`src/bfba_pkg.sv`:
```
// Shared types and constants of the best-fit block allocator.
package bfba_pkg;

  // Default values of the top-level parameters.
  localparam int MAX_BLOCKS_DEF   = 64;
  localparam int HEADER_BYTES_DEF = 24;
  localparam int ADDR_BITS_DEF    = 32;

  // Fixed field widths of the stream beats.
  localparam int REQ_W     = 32;
  localparam int TGT_W     = 6;
  localparam int DADDR_W   = 32;
  localparam int BLKNUM_W  = 6;
  localparam int IN_DATA_W  = 40;
  localparam int OUT_DATA_W = 40;

  // Reset value of the heap limit register.
  localparam logic [31:0] HEAP_LIMIT_RST = 32'd65536;

  // Request kinds carried on in_tuser.
  localparam logic KIND_ALLOC = 1'b0;
  localparam logic KIND_FREE  = 1'b1;

  // Result status carried on out_tuser.
  typedef enum logic [1:0] {
    ST_OK      = 2'd0,
    ST_ZERO    = 2'd1,
    ST_NOSPACE = 2'd2,
    ST_BADFREE = 2'd3
  } status_t;

  // Table update broadcast to all cells.
  typedef enum logic [1:0] {
    CMT_NONE     = 2'd0,
    CMT_SET_FREE = 2'd1,
    CMT_CLR_FREE = 2'd2,
    CMT_APPEND   = 2'd3
  } commit_op_t;

  // Control part of the search token that walks along the cells.
  typedef struct packed {
    logic valid;
    logic found;
    logic was_free;
  } tok_ctl_t;

endpackage

```
`src/bfba_cell.sv`:
```
// One table entry of the allocator with its stage of the search chain.
module bfba_cell #(
  parameter int MAX_BLOCKS = bfba_pkg::MAX_BLOCKS_DEF,
  parameter int ADDR_BITS  = bfba_pkg::ADDR_BITS_DEF,
  parameter int IDX        = 0
) (
  input  logic                             clk,
  input  logic                             rst_n,
  // Request under way, held steady by the top level.
  input  logic                             req_kind,
  input  logic [bfba_pkg::REQ_W-1:0]       req_size,
  input  logic [$clog2(MAX_BLOCKS)-1:0]    req_target,
  input  logic [$clog2(MAX_BLOCKS+1)-1:0]  entry_count,
  // Token from the previous cell.
  input  bfba_pkg::tok_ctl_t               tok_ctl_i,
  input  logic [bfba_pkg::REQ_W-1:0]       tok_size_i,
  input  logic [$clog2(MAX_BLOCKS)-1:0]    tok_idx_i,
  input  logic [ADDR_BITS-1:0]             tok_start_i,
  // Token to the next cell.
  output bfba_pkg::tok_ctl_t               tok_ctl_o,
  output logic [bfba_pkg::REQ_W-1:0]       tok_size_o,
  output logic [$clog2(MAX_BLOCKS)-1:0]    tok_idx_o,
  output logic [ADDR_BITS-1:0]             tok_start_o,
  // Table update.
  input  bfba_pkg::commit_op_t             cmt_op,
  input  logic [$clog2(MAX_BLOCKS)-1:0]    cmt_idx,
  input  logic [ADDR_BITS-1:0]             cmt_start,
  input  logic [bfba_pkg::REQ_W-1:0]       cmt_size
);

  localparam int IW = $clog2(MAX_BLOCKS);
  localparam int CW = $clog2(MAX_BLOCKS + 1);
  localparam logic [IW-1:0] MY_IDX = IW'(IDX);
  localparam logic [CW-1:0] MY_NUM = CW'(IDX);

  // Entry contents; meaningful only once appended.
  logic [ADDR_BITS-1:0]      start_r;
  logic [bfba_pkg::REQ_W-1:0] size_r;
  logic                      free_r;

  logic [bfba_pkg::REQ_W-1:0] tok_size_r;
  logic [IW-1:0]             tok_idx_r;
  logic [ADDR_BITS-1:0]      tok_start_r;
  bfba_pkg::tok_ctl_t        tok_ctl_r;

  logic live;
  logic take;
  logic was_free_nxt;

  // Decide whether this entry replaces the candidate carried by the token.
  always_comb begin
    live = (MY_NUM < entry_count);
    if (req_kind == bfba_pkg::KIND_FREE) begin
      take = live && (req_target == MY_IDX);
    end else begin
      take = live && free_r && (size_r >= req_size) &&
             (!tok_ctl_i.found || (size_r < tok_size_i));
    end
    was_free_nxt = take ? free_r : tok_ctl_i.was_free;
  end

  // Token stage: valid, found and was_free are control, the rest is payload.
  always_ff @(posedge clk) begin
    if (!rst_n) begin
      tok_ctl_r <= '0;
    end else begin
      tok_ctl_r.valid    <= tok_ctl_i.valid;
      tok_ctl_r.found    <= tok_ctl_i.found | take;
      tok_ctl_r.was_free <= was_free_nxt;
    end
  end

  always_ff @(posedge clk) begin
    tok_size_r  <= take ? size_r  : tok_size_i;
    tok_idx_r   <= take ? MY_IDX  : tok_idx_i;
    tok_start_r <= take ? start_r : tok_start_i;
  end

  // Entry update from the broadcast commit.
  always_ff @(posedge clk) begin
    if (cmt_idx == MY_IDX) begin
      unique case (cmt_op)
        bfba_pkg::CMT_SET_FREE: free_r <= 1'b1;
        bfba_pkg::CMT_CLR_FREE: free_r <= 1'b0;
        bfba_pkg::CMT_APPEND: begin
          start_r <= cmt_start;
          size_r  <= cmt_size;
          free_r  <= 1'b0;
        end
        default: ;
      endcase
    end
  end

  assign tok_ctl_o   = tok_ctl_r;
  assign tok_size_o  = tok_size_r;
  assign tok_idx_o   = tok_idx_r;
  assign tok_start_o = tok_start_r;

endmodule

```
`config.mk`:
```
export PLATFORM = sky130hd
export DESIGN_NAME = bfba_cell
export DESIGN_NICKNAME = d
export VERILOG_FILES = /design/src/bfba_pkg.sv /design/src/bfba_cell.sv
export SDC_FILE = /design/constraint.sdc
export NUM_CORES = 1
export LEC_CHECK = 0
export ABC_AREA = 1
export BUFFER_PORTS_ARGS = -buffer_cell sky130_fd_sc_hd__buf_2
export CAP_MARGIN = 5
export CORE_MARGIN = 4
export CORE_UTILIZATION = 51
export CTS_CLUSTER_DIAMETER = 100
export DETAILED_ROUTE_END_ITERATION = 8
export PLACE_DENSITY = 0.85
export SETUP_SLACK_MARGIN = 0.3
export SLEW_MARGIN = 20
export SYNTH_ARGS = -nofsm -noshare
export SYNTH_HDL_FRONTEND = slang
export SYNTH_SLANG_ARGS = --single-unit
```
`constraint.sdc`:
```
create_clock -name clk -period 13.3 [get_ports clk]
set_input_delay 2.66 -clock clk [delete_from_list [all_inputs] [get_ports clk]]
set_output_delay 2.66 -clock clk [all_outputs]
set_load 0.005 [all_outputs]
```
* Yosys cells after proc, flatten, opt, wreduce, memory -nomap -nowiden
Index checks and enable logic that the tools add are counted.
** Word-level totals
- Bits in registers :: 138
- Output and inout bits :: 73
- Logic and storage cells :: 33
** Operators by class
- $lt $le $gt $ge :: 3
- Equal/unequal tests :: 3
- Muxes and demuxes :: 5
- Bitwise logic cells :: 1
- Reductions and logical operators :: 12
** Operator list (count)
- 2-to-1 mux 32 bit :: 2
- greater-or-equal comparator 32 bit :: 1
- < comparator 32 bit :: 1
- zero test 6 bit :: 2
- < comparator 1 x 7 -> 1 bit, first input constant :: 1
- equality test 2 bit, second input constant :: 2
- logical AND 1 bit :: 4
- AND reduction 2 bit :: 2
- equality test 2 x 1 -> 1 bit, second input constant :: 1
- 2-to-1 mux 1 bit :: 2
- one-hot mux 1 bit (2 select lines) :: 1
- nonzero test 2 bit :: 1
- OR reduction 2 bit :: 1
- zero test 1 bit :: 1
- logical OR 1 bit :: 1
- bitwise OR 1 bit :: 1

* Depth between registers and ports, before layout
- Depth after elaboration :: 6
- Gate-level depth with buffers :: 19
- Depth with buffers taken out :: 17

* Worst setup path before layout
No wires, ideal clock.
- Path kind :: input -> register
- Start point :: in cmt_idx[3]
- End point :: reg size_r[0] in the netlist's numbering (enable)
- Setup time :: 565 ps
- Arrival time :: 7356 ps
- Data required time :: 12735 ps
- Setup slack :: 5380 ps
- Stages on the path :: 3
- Cell sequence :: nor4_1 nand2_1 nor3_1
** On the way
- Word-level cells in the longest chain between the ends :: 2
** Ends and longest elaborated chain
- from (decl) :: RTL line bfba_cell.sv:26 : input logic [$clog2(MAX_BLOCKS)-1:0] cmt_idx,
- zero test 6 bit :: RTL line bfba_cell.sv:81 : if (cmt_idx == MY_IDX) begin
- AND reduction 2 bit (no source line)
- to (signal assigned) :: RTL line bfba_cell.sv:87 : size_r <= cmt_size;
- to (decl) :: RTL line bfba_cell.sv:38 : logic [bfba_pkg::REQ_W-1:0] size_r;
Every way passes these cells.
A chain may end at the register's enable or synchronous reset.

* Final worst setup path
- Start point :: in tok_size_i[11] in the netlist's numbering
- End point :: reg tok_size_r (netlist bit tok_size_o[11])
** On the way
- Word-level cells in the longest chain between the ends :: 5
** Ends and longest elaborated chain
- from (decl) :: RTL line bfba_cell.sv:16 : input logic [bfba_pkg::REQ_W-1:0] tok_size_i,
- < comparator 32 bit :: RTL line bfba_cell.sv:57 : (!tok_ctl_i.found || (size_r < tok_size_i));
- logical OR 1 bit :: RTL line bfba_cell.sv:57
- logical AND 1 bit :: RTL line bfba_cell.sv:56 : take = live && free_r && (size_r >= req_size) &&
- 2-to-1 mux 1 bit :: RTL line bfba_cell.sv:53 : if (req_kind == bfba_pkg::KIND_FREE) begin
- 2-to-1 mux 32 bit (*) :: RTL line bfba_cell.sv:74 : tok_size_r <= take ? size_r : tok_size_i;
- to (signal assigned) :: RTL line bfba_cell.sv:74
- to (decl) :: RTL line bfba_cell.sv:41 : logic [bfba_pkg::REQ_W-1:0] tok_size_r;
Mark *: on every way between the ends. The rest lies on a longest branch, timed or not.

==> run summary <==
From left edge to right edge, the die measures 117.7 um. The run gives 0 as the Yosys warning count. The type of element launching the critical path is an input port. In this run the static leakage power is 0.004189 uW. By area the synthesized netlist is led by sky130_fd_sc_hd__edfxtp_1, sky130_fd_sc_hd__dfxtp_1, sky130_fd_sc_hd__ha_1, sky130_fd_sc_hd__nand2_1, sky130_fd_sc_hd__inv_1. The post-synthesis cell count came out at 623. The number of placed instances, taps included, is 1018. The post-route netlist has 35.50% of its cells at a drive strength greater than 1. TritonCTS built the clock tree.

Total negative slack for setup checks: 0 ns. In this run the biggest area consumer among cell types represents 31.81% of the synthesized area. For the final routed DRC violation total, the log shows 0. After global routing the overflow that remains totals 0. The final-report hold violation count was 0; the maximum number of pins on one net before global-route repair was 102. The routed design has 15640 um of wire. At the end of routability-driven placement, the weighted congestion stood at 0.8143. Clock tree synthesis found a total of 138 sinks. The later pin in the worst-skew pair is clocked with a latency of 0.42 ns. The violation count after the first detailed-routing iteration was 289. The die is 117.7 um tall. Synthesis inferred 138 register bits. Summing the sequential cell areas from Yosys gives 55.63% of the chip area. The class of the most critical setup path was input port to register. The logs give 0.1973 GHz for the fmax and 11740 um for the post-detailed-placement half-perimeter wirelength.

The post-route antenna net violation count is 0, and the post-cts hold buffer count is 0. The largest voltage drop on the vdd net was 90.20 uV. In this run the tightest slew margin relative to its limit is 27.23%. Data arrives at the worst endpoint at 5.40 ns.

At the worst endpoint, the required time is 13.63 ns. The part of the power in the clock network was 43.2%; the number of buffers added for setup after CTS was 0. For the sequential group share of total power, the log shows 47.0%. Of all nets on the critical path, the largest fanout is 101. At the end of the flow, the number of nets in the layout was 1150.

The initial core utilization is 52.83%. The cell taking the most area after synthesis was sky130_fd_sc_hd__edfxtp_1. The layout has 867 filler cells. The leading cell type in the layout, fill and taps excluded was sky130_fd_sc_hd__buf_2. The clock arrives with 0.008015 ns of skew. The tool flagged a number of max-cap violations equal to 0. Leaving out fill and tap cells, the most frequent cells in the layout are sky130_fd_sc_hd__buf_2, sky130_fd_sc_hd__nand2_1, sky130_fd_sc_hd__inv_1. The area growth from synthesis to layout is 31.69%. For the via count of the first global-routing pass, the log shows 5258. The total standard cell area after synthesis was 6136 um2; the iteration count of the initial detailed-routing pass was 4. Yosys mapped the design onto 23 distinct sky130hd cell types. CTS placed an instance of sky130_fd_sc_hd__clkbuf_16 at the clock tree root. The wire length of the first global-routing pass came out at 25080 um.

The internal power of the cells totals 764.4 uW. Buffers inserted during clock tree synthesis total 17. Setup violations remaining at the end of the flow were counted as 0. The quantity of I/O buffers inserted on ports is 265, and the final worst hold slack is 0.4333 ns. The element type at the critical path end is a register. Setup repair after global routing left no endpoint under its margin. The tools report the number of gates resized after cts as 0. In this run the critical register-to-register path is launched from size_r[2].

The clock input transition at the sequential cells of the worst setup and hold paths works out to 0.06 ns. A synthesized cell averages 9.849 um2. Final critical-path required period: 5.069 ns.

For the pin with the worst max-slew slack, the measured transition is 1.092 ns. The combinational power share was 9.7%; the total die area was 13850 um2. For this design the total switching power over the nets is 225.6 uW.

The core region is 11610 um2. Global routing used 22.93% of the available tracks across all layers. The number of nets handed over by synthesis was 879. The tools report the number of ports placed on the die boundary as 266. Using the TritonRoute via totals, the vias-per-cell ratio works out to 4.897. In this run the power density over the cells is 122.5 nW/um2.

The initial antenna violation count came out at 0. The startpoint identified for the worst hold timing path is start_r[6]. The deepest level of the CTS H-tree came out at 4. In this run switching power makes up 22.79% of total power. For the number of cells in the finished layout apart from fillers, the log shows 1050. For this block, the via count after detailed routing is 5142.

The longest clock path from root to sink contains 2 buffers. The mean routed wirelength per cell was 14.90 um. The launching instance or port of the critical path was tok_size_i[11]. The final critical path takes up 38.12% of the cycle. In this run the core area contains 39 standard-cell rows. The number of antenna diodes in the final layout is 0. The number of max-slew violations in the final report is 0.

The run finished with clean final reports. The path class of the tightest hold or removal check is register to register.
==> path summary, 6_finish.rpt <==
kind / end / slack [ns] / depth (start not counted)
worst max-delay path: tok_size_o[11] / 8.23 / 15
worst min-delay path: tok_start_o[6] / 0.43 / 2
worst max register to register: tok_size_o[11] / 10.13 / 16
worst min register to register: tok_start_o[6] / 0.43 / 2
==> metal layers <==
layer	GRT usage (%)	routed length, um
met5	0	0
met3	6.247	1061
met1	26.14	6084
met2	40.21	8077
met4	10.11	417
==> critical path, stage by stage <==
cell and delay, ns:
sky130_fd_sc_hd__buf_2 0.08, sky130_fd_sc_hd__inv_1 0.06, sky130_fd_sc_hd__ha_1 0.32, sky130_fd_sc_hd__a21oi_1 0.17, sky130_fd_sc_hd__o21ai_0 0.13, sky130_fd_sc_hd__a21oi_1 0.15
sky130_fd_sc_hd__nand2_1 0.09, sky130_fd_sc_hd__nand2_1 0.08, sky130_fd_sc_hd__nand2_1 0.05, sky130_fd_sc_hd__nand2_1 0.09, sky130_fd_sc_hd__nand2_4 0.25, sky130_fd_sc_hd__nand2_4 0.12
sky130_fd_sc_hd__buf_4 0.81, sky130_fd_sc_hd__nand2_1 0.17, sky130_fd_sc_hd__o21ai_2 0.10
==> cell usage after synthesis <==
| library cell | n |
|---|---|
| sky130_fd_sc_hd__nand3b_1 | 2 |
| sky130_fd_sc_hd__inv_1 | 90 |
| sky130_fd_sc_hd__nand2_4 | 1 |
| sky130_fd_sc_hd__o21ai_2 | 20 |
| sky130_fd_sc_hd__a21oi_1 | 31 |
| sky130_fd_sc_hd__nand2_2 | 1 |
| sky130_fd_sc_hd__nand4_1 | 4 |
| sky130_fd_sc_hd__buf_8 | 1 |
| sky130_fd_sc_hd__clkbuf_1 | 7 |
| sky130_fd_sc_hd__dfxtp_1 | 73 |
| sky130_fd_sc_hd__buf_6 | 9 |
| sky130_fd_sc_hd__o21bai_1 | 1 |
| sky130_fd_sc_hd__o21ai_1 | 5 |
| sky130_fd_sc_hd__o21a_1 | 3 |
| sky130_fd_sc_hd__nand3_1 | 38 |
| sky130_fd_sc_hd__ha_1 | 63 |
| sky130_fd_sc_hd__nor2_1 | 25 |
| sky130_fd_sc_hd__a21oi_2 | 1 |
| sky130_fd_sc_hd__edfxtp_1 | 65 |
| sky130_fd_sc_hd__o21ai_0 | 13 |
| sky130_fd_sc_hd__nor4_1 | 3 |
| sky130_fd_sc_hd__nor3_1 | 6 |
| sky130_fd_sc_hd__nand2_1 | 161 |
==> per-stage QoR <==
step | total power [uW] | instance area, um2 | utilization, % | setup WS (ns)
2_1_floorplan | 517.8 | 6136 | - | 5.380
3_3_place_gp | 567.1 | 7538 | 64.91 | 7.884
3_5_place_dp | 570.2 | 7538 | 64.91 | 7.840
4_1_cts | 997.5 | 8080 | 69.58 | 8.256
5_1_grt | 1035 | 8080 | 69.58 | 7.930
6_report | 990.0 | 8080 | 69.58 | 8.231
==> kinds of logic after synthesis <==
kind of cell / count (synthesis) / share of synthesized area [%]
flip-flops: 138 / 55.63
buffers and inverters: 107 / 7.830
AO/OA/AOI/OAI: 74 / 7.484
AND/OR/NAND/NOR: 241 / 16.21
adder cells (fa/ha/maj): 63 / 12.85
==> power by group through the flow <==
stage               Clock (uW)  Combinational [uW]  Sequential [uW]
CTS                        435                97.1              466
floorplan                    0                41.0              477
detailed placement           0                95.9              474
global route               458                 110              467
global placement             0                92.8              474
finish                     428                96.3              466
==> registers in the layout, summed over array words and instances (netlist names) <==
| name | flops |
|---|---|
| tok_idx_o | 6 |
| tok_size_o | 32 |
| tok_start_o | 32 |
| size_r | 32 |
| tok_ctl_o | 3 |
| free_r | 1 |
| start_r | 32 |
==> final cells by class <==
class | count | area, um2 | area share [%]
Sequential cell | 138 | 3413 | 42.24
Tap cell | 143 | 178.9 | 2.214
Multi-Input combinational cell | 378 | 2252 | 27.87
Clock buffer | 22 | 475.5 | 5.884
Inverter | 90 | 337.8 | 4.181
Timing Repair Buffer | 269 | 1356 | 16.79
Clock inverter | 10 | 66.31 | 0.8207
No activity file was read; power rests on OpenSTA's default activity.
